==> config.mk <==
export PLATFORM = sky130hd
export DESIGN_NAME = lcrr_ram
export DESIGN_NICKNAME = d
export VERILOG_FILES = /design/src/hw/rtl/lcrr_ram.sv
export SDC_FILE = /design/constraint.sdc
export NUM_CORES = 1
export LEC_CHECK = 0
export CAP_MARGIN = 5
export CORE_MARGIN = 2
export CORE_UTILIZATION = 25
export DETAILED_ROUTE_END_ITERATION = 16
export DONT_BUFFER_PORTS = 1
export PLACE_DENSITY = 0.4
export SLEW_MARGIN = 0
export SYNTH_ARGS = -nofsm -noshare
export SYNTH_HDL_FRONTEND = slang
export SYNTH_SLANG_ARGS = --single-unit
==> constraint.sdc <==
create_clock -name clk -period 1.71 [get_ports clk]
set_input_delay 0 -clock clk [delete_from_list [all_inputs] [get_ports clk]]
set_output_delay 0 -clock clk [all_outputs]
set_load 0.05 [all_outputs]
==> src/hw/rtl/lcrr_ram.sv <==
`timescale 1ns / 1ps

module lcrr_ram #(
	parameter int WIDTH = 8,
	parameter int DEPTH = 16
) (
	input  logic                     clk,
	input  logic                     we,
	input  logic [$clog2(DEPTH)-1:0] waddr,
	input  logic [WIDTH-1:0]         wdata,
	input  logic                     re,
	input  logic [$clog2(DEPTH)-1:0] raddr,
	output logic [WIDTH-1:0]         rdata
);

	logic [WIDTH-1:0] mem_q [DEPTH];
	logic [WIDTH-1:0] rdata_q;

	always_ff @(posedge clk) begin
		if (we) mem_q[waddr] <= wdata;
		if (re) rdata_q <= mem_q[raddr];
	end

	assign rdata = rdata_q;

endmodule

==> results.py <==
metrics = {
    "final_layout": {
        "syn2layout_area_growth_pct": 20.0,
        "seq_area_um2": 4080,
        "final_nets": 294,
        "drive_above_1_share": 0.213,
        "fillCellCount": 1963,
        "diodes": 0,
        "multi_input_area_um2": 1060,
        "final_cells": 557,
    },
    "synthesis": {
        "syn_nets": 248,
        "netlist_area_um2": 5230,
        "synth-seq-cells": 136,
        "synth.top_cell.area_share": 0.781,
        "synth.area.top_cells": "edfxtp_1 (78%), mux4_2 (7.8%), mux4_1 (7.0%), a22oi_1 (2.3%), nor2_1 (0.93%)",
        "synth_top_area_cell": "edfxtp_1",
        "netlist_instances": 229,
        "yosysWarnings": 0,
        "synth.distinct_cells": 18,
        "synth.avg_cell_area_um2": 22.8,
        "ys_seq_area_frac": 0.781,
    },
    "critical_path": {
        "worstSetupPathType": "in -> reg",
        "crit_path_max_fanout": 19,
        "critPathMaxStageDelay_ns": 1.06,
        "crit_family": "buffers and inverters",
        "path_cells": "dlygate4sd3_1, mux4_1, a22oi_1, nand2_1",
        "path_buf_inv": 1,
        "endpoint_kind": "flop",
        "cp.depth": 4,
        "crit_slowest_cell": "dlygate4sd3_1",
        "critPathArrivalTime_ns": 1.78,
        "crit_path_start_kind": "primary input",
        "required_ns": 1.87,
        "r2r_cells": 3,
    },
    "power_and_ir_drop": {
        "cellPowerDensity_nw_per_um2": 1140,
        "ir_worst_vdd_v": 0.000387,
        "p_leak_uw": 0.00202,
    },
    "run_status": {
        "status": "finished clean",
    },
    "placed_design": {
        "place_congestion": 0.738,
        "hpwlAfterDp_um": 7080,
        "port-buffer-count": 0,
        "dp_cells": 512,
    },
    "global_route": {
        "antenna_found_initial": 0,
        "grt_max_degree": 33,
        "grtUsageTotal": 0.115,
        "grt_pass1_wl_um": 17700,
        "grt_overflow": 0,
        "grt_pass1_vias": 2656,
    },
    "worst_hold_path": {
        "hp-class": "in -> reg",
        "holdPathStages": 3,
    },
    "route": {
        "firstDrtPassIters": 4,
        "route.detailed.drc": 0,
        "drt_wl_total_um": 11600,
        "drt-initial-drc-count": 175,
        "via_count": 2403,
        "vias_per_cell": 4.31,
        "post_drt_wl_per_cell_um": 20.9,
        "ant_nets": 0,
    },
    "clock_network": {
        "clockRootBuffer": "clkbuf_16",
        "cts_max_path_buffers": 2,
        "clkLatencyLatePin_ns": 0.41,
        "cts_htree_levels": 4,
        "cts_setup_buffers": 0,
        "cts.sinks": 136,
        "tritoncts.num_buffers": 17,
        "cts_tree": "yes",
        "clkTransAtPathRegs_ns": 0.05,
    },
    "floorplan": {
        "rows": 52,
        "dieWidth_um": 149,
        "coreArea_um2": 20400,
        "die_h_um": 149,
        "io_pins": 27,
        "initial_core_util": 0.257,
        "die_area_um2": 22100,
    },
    "sta": {
        "rsz0062_at_grt": "no",
        "tns_ns": 0,
        "skew_ns": 0.00689,
        "relSlewSlack": 0.462,
        "period_needed_ns": 1.62,
        "final_hold_viol_count": 0,
        "tightest_slew_ns": 0.805,
        "setup_viol": 0,
        "finalCritPeriodShare": 0.949,
        "fmax_ghz": 0.617,
        "drv_slew": 0,
    },
    "run": {
        "drv_cap": 0,
    },
}
cells in the mapped netlist:
cell type / n
and2b_1: 1
nor2_1: 13
buf_4: 1
buf_6: 3
edfxtp_1: 136
mux4_2: 18
nor2b_1: 1
and2_1: 1
mux4_1: 14
or3b_2: 1
nand3_1: 1
buf_2: 3
nor3_1: 4
clkdlybuf4s25_2: 3
a22oi_1: 16
nand3b_1: 2
nand2_1: 9
nand2b_1: 2
layer usage:
metal / global-route usage / vias to the layer above / part of all wire
li1: - / 1072 / -
met1: 0.149 / 1259 / 0.44
met2: 0.181 / 59 / 0.50
met3: 0.0417 / 13 / 0.056
met4: 0.0357 / 0 / 0.011
met5: 0 / - / 0
path summary, 6_finish.rpt:
path	from	endpoint	slack (ns)
setup / recovery	raddr[1]	rdata[1]$_DFFE_PP_	0.09
hold reg to reg	mem_q[8][3]$_DFFE_PP_	rdata[3]$_DFFE_PP_	0.75
hold / removal	raddr[0]	rdata[5]$_DFFE_PP_	0.03
setup reg to reg	mem_q[0][2]$_DFFE_PP_	rdata[2]$_DFFE_PP_	0.19
sequential cells by signal, indices dropped and copies added (netlist names):
register  flops
mem_q       128
rdata         8
worst reg2reg max path, stage by stage (launching register included):
cell,delay [ns]
edfxtp_1,0.36
mux4_1,0.52
a22oi_1,0.24
nand2_1,0.14
repair_timing:
action | 4_1_cts | 5_1_grt
endpoints found under the hold margin | 174 | 0
gates resized for setup | 0 | 0
hold buffers | 14 | 0
report_power, final:
part | total, uW | internal (uW) | switching, uW
clock network | 3020 | 1800 | 1210
registers | 3840 | 3760 | 79.5
logic | 295 | 139 | 157
through the flow:
step | total power, uW | hold slack, ns | setup slack [ns] | utilization | area (um2)
after floorplan | 4090 | 0.0989 | 0.217 | - | 5230
after detailed placement | 4130 | 0.0996 | 0.163 | 0.278 | 5650
after global routing | 7410 | 0.0226 | 0.0241 | 0.308 | 6270
after CTS | 7240 | 0.000695 | 0.0602 | 0.308 | 6270
after global placement | 4130 | 0.0996 | 0.150 | 0.278 | 5650
final | 7150 | 0.0287 | 0.0880 | 0.308 | 6270
logic make-up after synthesis:
logic type	share of synthesized area
mux	0.148
simple gates	0.0314
flops	0.781
buf+inv	0.0165
compound gates	0.0230
placed cells by master (no fill, tap or decap), types with 4 or more instances in the layout:
| master | netlist | final |
|---|---|---|
| dlygate4sd3_1 | 0 | 14 |
| nor3_1 | 4 | 4 |
| a22oi_1 | 16 | 16 |
| clkinv_1 | 0 | 6 |
| buf_4 | 1 | 23 |
| clkbuf_16 | 0 | 17 |
| nor2_1 | 13 | 13 |
| nand2_1 | 9 | 9 |
| clkbuf_1 | 0 | 6 |
| mux4_2 | 18 | 18 |
| mux4_1 | 14 | 14 |
| edfxtp_1 | 136 | 136 |
layout make-up:
cell class,instances,share of cell area
sequential,136,0.651
multi-input combinational,83,0.169
clock buffer,23,0.0714
tap,270,0.0539
timing repair buffer,37,0.0499
clock inverter,8,0.00519
Power figures use the tool's default switching activity.
