<file path="src/hw/rtl/lcrr_pkg.sv">
`timescale 1ns / 1ps

package lcrr_pkg;

	localparam int NODE_COUNT   = 8;
	localparam int NODE_BITS    = $clog2(NODE_COUNT);
	localparam int CNT_BITS     = $clog2(NODE_COUNT + 1);
	localparam int QUEUE_DEPTH  = 16;
	localparam int QPTR_BITS    = $clog2(QUEUE_DEPTH);
	localparam int QCNT_BITS    = $clog2(QUEUE_DEPTH + 1);
	localparam int PAYLOAD_BITS = 32;
	localparam int TIME_BITS    = 32;
	localparam int HOP_BITS     = 16;
	localparam int CFG_IDX_BITS = 1;
	localparam int CFG_BITS     = HOP_BITS;
	localparam int ADDR_BITS    = NODE_BITS + QPTR_BITS;
	localparam int RAM_DEPTH    = NODE_COUNT << QPTR_BITS;

	// stream widths, padded to whole bytes
	localparam int S_FIELDS_W = 2 * NODE_BITS + PAYLOAD_BITS;
	localparam int S_TDATA_W  = ((S_FIELDS_W + 7) / 8) * 8;
	localparam int M_FIELDS_W = 2 + PAYLOAD_BITS + CNT_BITS + 1;
	localparam int M_TDATA_W  = ((M_FIELDS_W + 7) / 8) * 8;

	localparam logic [CFG_IDX_BITS-1:0] CFG_HOP_LATENCY  = CFG_IDX_BITS'(0);
	localparam logic [CFG_IDX_BITS-1:0] CFG_ACTIVE_NODES = CFG_IDX_BITS'(1);

	localparam logic [HOP_BITS-1:0] HOP_RESET    = HOP_BITS'(1);
	localparam logic [CNT_BITS-1:0] ACTIVE_RESET = CNT_BITS'(NODE_COUNT);

	typedef enum logic [1:0] {
		CMD_PUSH = 2'd0,
		CMD_TICK = 2'd1,
		CMD_POP  = 2'd2,
		CMD_NOP  = 2'd3
	} cmd_t;

	typedef enum logic [1:0] {
		STAT_OK    = 2'd0,
		STAT_EMPTY = 2'd1,
		STAT_FULL  = 2'd2,
		STAT_BAD   = 2'd3
	} status_t;

	typedef enum logic [2:0] {
		FSM_IDLE,
		FSM_DECODE,
		FSM_POP_RD,
		FSM_SCAN,
		FSM_RESP
	} fsm_t;

	typedef struct packed {
		logic decode;
		logic pop_data;
		logic scan_issue;
		logic scan_eval;
		logic scan_last;
		logic load_out;
	} ctl_t;

	typedef struct packed {
		logic [TIME_BITS-1:0]    ready;
		logic [NODE_BITS-1:0]    dest;
		logic [PAYLOAD_BITS-1:0] payload;
	} in_entry_t;

	localparam int IN_W = $bits(in_entry_t);

	// (a + b) mod QUEUE_DEPTH for a, b below the depth
	function automatic logic [QPTR_BITS-1:0] q_add(input logic [QPTR_BITS-1:0] a,
		input logic [QPTR_BITS-1:0] b);
		logic [QPTR_BITS:0] s;
		s = {1'b0, a} + {1'b0, b};
		if (s >= (QPTR_BITS+1)'(QUEUE_DEPTH)) s = s - (QPTR_BITS+1)'(QUEUE_DEPTH);
		return s[QPTR_BITS-1:0];
	endfunction

	// node index modulo the live node count, by repeated subtraction
	function automatic logic [NODE_BITS-1:0] node_mod(input logic [NODE_BITS-1:0] v,
		input logic [CNT_BITS-1:0] n);
		logic [CNT_BITS-1:0] r;
		r = CNT_BITS'(v);
		for (int i = 0; i < NODE_COUNT - 1; i++) begin
			if (r >= n) r = r - n;
		end
		return r[NODE_BITS-1:0];
	endfunction

endpackage

</file>
<file path="src/hw/rtl/lcrr_ctrl.sv">
`timescale 1ns / 1ps

module lcrr_ctrl import lcrr_pkg::*; (
	input  logic                clk,
	input  logic                arst_n,
	input  logic                s_tvalid,
	input  cmd_t                cmd,
	input  logic [CNT_BITS-1:0] live_n,
	input  logic                out_free,
	output logic                s_tready,
	output ctl_t                ctl
);

	fsm_t                state_q, state_d;
	logic [CNT_BITS-1:0] k_q;

	always_ff @(posedge clk or negedge arst_n) begin
		if (!arst_n) begin
			state_q <= FSM_IDLE;
			k_q     <= '0;
		end else begin
			state_q <= state_d;
			if (state_q == FSM_DECODE) k_q <= '0;
			else if (state_q == FSM_SCAN) k_q <= k_q + CNT_BITS'(1);
		end
	end

	// next state
	always_comb begin
		state_d = state_q;
		unique case (state_q)
			FSM_IDLE: if (s_tvalid) state_d = FSM_DECODE;
			FSM_DECODE: begin
				unique case (cmd)
					CMD_PUSH: state_d = FSM_RESP;
					CMD_NOP:  state_d = FSM_RESP;
					CMD_POP:  state_d = FSM_POP_RD;
					CMD_TICK: state_d = FSM_SCAN;
				endcase
			end
			FSM_POP_RD: state_d = FSM_RESP;
			FSM_SCAN: if (k_q == live_n) state_d = FSM_RESP;
			FSM_RESP: if (out_free) state_d = FSM_IDLE;
			default: state_d = FSM_IDLE;
		endcase
	end

	// outputs
	always_comb begin
		s_tready       = (state_q == FSM_IDLE);
		ctl.decode     = (state_q == FSM_DECODE);
		ctl.pop_data   = (state_q == FSM_POP_RD);
		ctl.scan_issue = (state_q == FSM_SCAN) && (k_q < live_n);
		ctl.scan_eval  = (state_q == FSM_SCAN) && (k_q != '0);
		ctl.scan_last  = (state_q == FSM_SCAN) && (k_q == live_n);
		ctl.load_out   = (state_q == FSM_RESP) && out_free;
	end

	a_accept_decode: assert property (@(posedge clk) disable iff (!arst_n)
		s_tvalid && s_tready |=> ctl.decode)
		else $error("accepted transaction not decoded");

	a_scan_bound: assert property (@(posedge clk) disable iff (!arst_n)
		state_q == FSM_SCAN |-> k_q <= live_n)
		else $error("scan counter ran past the live node count");

	a_scan_resp: assert property (@(posedge clk) disable iff (!arst_n)
		ctl.scan_last |=> state_q == FSM_RESP)
		else $error("scan did not finish into response");

endmodule

</file>
<file path="config.mk">
export PLATFORM = sky130hd
export DESIGN_NAME = lcrr_ctrl
export DESIGN_NICKNAME = d
export VERILOG_FILES = /design/src/hw/rtl/lcrr_pkg.sv /design/src/hw/rtl/lcrr_ctrl.sv
export SDC_FILE = /design/constraint.sdc
export NUM_CORES = 1
export LEC_CHECK = 0
export BUFFER_PORTS_ARGS = -buffer_cell sky130_fd_sc_hd__buf_2
export CELL_PAD_IN_SITES_DETAIL_PLACEMENT = 1
export CELL_PAD_IN_SITES_GLOBAL_PLACEMENT = 2
export CORE_MARGIN = 2
export CORE_UTILIZATION = 27
export DETAILED_ROUTE_END_ITERATION = 10
export HOLD_SLACK_MARGIN = 0.15
export PLACE_DENSITY = 0.77
export SLEW_MARGIN = 40
export SYNTH_ARGS = -nofsm -noshare
export SYNTH_HDL_FRONTEND = slang
export SYNTH_SLANG_ARGS = --single-unit
</file>
<file path="constraint.sdc">
create_clock -name clk -period 1.8 [get_ports clk]
set_clock_uncertainty 0.05 [all_clocks]
set_input_delay 0.09 -clock clk [delete_from_list [all_inputs] [get_ports clk]]
set_output_delay 0.09 -clock clk [all_outputs]
set_load 0.05 [all_outputs]
</file>
==> impl_results.md <==
* Register share of total power at 27.9%
* Slew Limit Headroom at 76.2%
* CTS root buffer: clkbuf_4
* Gate power share at 54.7%
* Ports at 17
* Min Hold Slack at 165 ps
* Final wirelength at 1.40 mm
* Syn Area/Cell at 8.66 sq um
* # setup viols final at 0
* Die Area at 0.00243 sq mm
* Pre-CTS WS at 215 ps
* Worst EP required at 1660 ps
* Area occupied by multi-input gates at 348 sq um
* Clock power frac at 17.3%
* Pre-antenna DRT Iters at 3
* NetSw at 0.468 mW
* Detailed Route Iter0 Violations at 3
* TritonCTS Buffers at 3
* DRC Markers at 0
* Final hold vios at 0
* # clock sinks at 7
* Crit path time final at 1720 ps
* Sequential share of the synthesized area at 31.6%
* CP endpoint kind: primary output
* Via count at 532
* Period utilization at 95.3%
* Ant diodes at 0
* Outcome: finished, final reports clean
* Max cap viols at 0
* Yosys reg bits at 7
* Count of input and output buffers at 16
* Met2 Use GR at 21.4%
* Via/cell ratio at 4.67
* Worst skew pair latency at 280 ps
* Sw Ratio at 49.8%
* Routed WL per cell at 12.3 um
* CTS max path bufs at 2
* Crit-path max FO at 5
* Slew Limit Fails at 0
* Initial antenna violation count at 0
* Pwr Total at 0.940 mW
* Worst setup path category: register to primary output
* CTS tree: built
* Yosys Warn Count at 0
* Tot GR Track Use at 13.7%
* Initial core utilization at 28.5%
* H-tree depth at 1
* DP HPWL at 1.06 mm
* EDFF count, synth at 0
* Final setup TNS at 0 ps
* Syn nets at 81
* GRT met3 Usage at 2.76%
* Area delta synth->final at 37.0%
* RSZ-0062 raised after global routing: no
* Critical Path Start Type: register
* Floorplan core area at 0.00194 sq mm
* P_int at 0.472 mW
* Syn Inst Count at 64
* Routing usage on met1 at 15.9%
* Slew @ Worst Pin at 355 ps
* First-pass GRT wire length at 2.41 mm
* Fin worst setup slack at 83.9 ps
* # fillers at 252
* Die W at 49.3 um
* Synth unique cells at 25
* Primary FF master, synth: dfrtp_1
* Final #Nets at 105
* GRT busiest layer: met2
* # rows at 16
* Pin count of the biggest net entering global routing at 15
* Vias in the first global route at 528
* Worst min-delay path class: input pin to register
* Synth async-reset ratio at 100%
* CTS clk-pin slew, worst paths at 60 ps
* Die Span Y at 49.3 um
* Final RePlAce weighted congestion at 0.731
* Layout cells sized above 1 at 36.8%
* Utilization after layout at 39.1%
* CP Data Arrival Time at 1580 ps
* Fmax at 583 MHz
* GRT overflow at 0
* Lkg Pwr at 0.381 nW
* VDD IR max at 0.520 mV
* Area occupied by registers at 176 sq um
* Synth Cell Area at 554 sq um
* Pwr/cell area at 1240 mW/mm^2
* Antenna Nets Post-Route at 0
-- cells in the mapped netlist, types with 2 or more instances --
cell type | n | area [sq um]
nand3b_1 | 2 | 15.0
inv_1 | 7 | 26.3
ha_1 | 7 | 87.6
nor2_1 | 7 | 26.3
o21ai_0 | 2 | 10.0
nand3_1 | 4 | 20.0
a21oi_1 | 4 | 20.0
buf_6 | 2 | 22.5
dfrtp_1 | 7 | 175
mux2i_1 | 2 | 20.0
nand2_1 | 6 | 22.5
-- sequential cells by signal, indices dropped and copies added, names as in the netlist --
register	count
state_q	3
k_q	4
-- path summary, 6_finish.rpt --
path	start	end	slack [ps]	cells after the start
max	k_q[1]	ctl[3]	80	4
min	s_tvalid	state_q[0]	160	4
max reg2reg	k_q[0]	state_q[1]	380	6
min reg2reg	state_q[2]	state_q[0]	500	1
max in group asynchronous	arst_n	state_q[2]	700	3
min in group asynchronous	arst_n	state_q[0]	720	3
-- cells in the final DEF, fill, tap and decap left out, drive strengths merged, types with 2 or more instances in the layout --
master,instances
a21oi,4
buf,19
clkbuf,5
dfrtp,7
dlygate4sd3,3
ha,7
inv,7
mux2i,2
nand2,6
nand3,4
nand3b,2
nor2,7
o21ai,2
-- what timing repair did --
action | CTS | global route
endpoints found under the hold margin | 8 | 0
hold buffers | 3 | 0
setup endpoints to repair | 1 | 2
buffers inserted | 0 | 2
pin swaps | 0 | 1
resized for setup | 3 | 2
gates cloned | 0 | 0
-- worst max-delay path, stage by stage (launching register included) --
cell and delay [ps]:
dfrtp_1 430, ha_1 330, a21o_1 180, a31oi_2 190
buf_6 180
-- cell families after synthesis --
logic type	share of synthesized area [%]
compound gates	12.9
buf+inv	10.8
simple gates	25.3
flops	31.6
mux	3.61
fa+ha+maj	15.8
-- layout make-up --
cell class / instances / area share [%]
multi-input combinational: 46 / 45.8
tap: 27 / 4.45
clock buffer: 4 / 3.46
sequential: 7 / 23.2
inverter: 7 / 3.46
timing repair buffer: 23 / 19.6
-- power groups by stage --
| stage | clock [mW] | combinational, mW | sequential, mW |
|---|---|---|---|
| 6_report | 0.163 | 0.514 | 0.263 |
| 3_5_place_dp | 0 | 0.502 | 0.263 |
| 4_1_cts | 0.163 | 0.514 | 0.260 |
| 5_1_grt | 0.173 | 0.566 | 0.272 |
| 2_1_floorplan | 0 | 0.453 | 0.225 |
| 3_3_place_gp | 0 | 0.493 | 0.260 |
-- layer usage --
layer / share of wire, % / wire length [um]
met5: 0 / 0
met4: 4.3 / 60
met3: 2.5 / 35
met2: 50 / 696
met1: 43 / 609
-- stage by stage --
| stage | cell area [sq um] | cells |
|---|---|---|
| final | 759 | 114 |
| after global routing | 759 | 114 |
| after CTS | 741 | 112 |
| after detailed placement | 666 | 105 |
| after global placement | 666 | 105 |
| after floorplan | 571 | 64 |
Note: power is estimated with default switching activity, not from simulation.
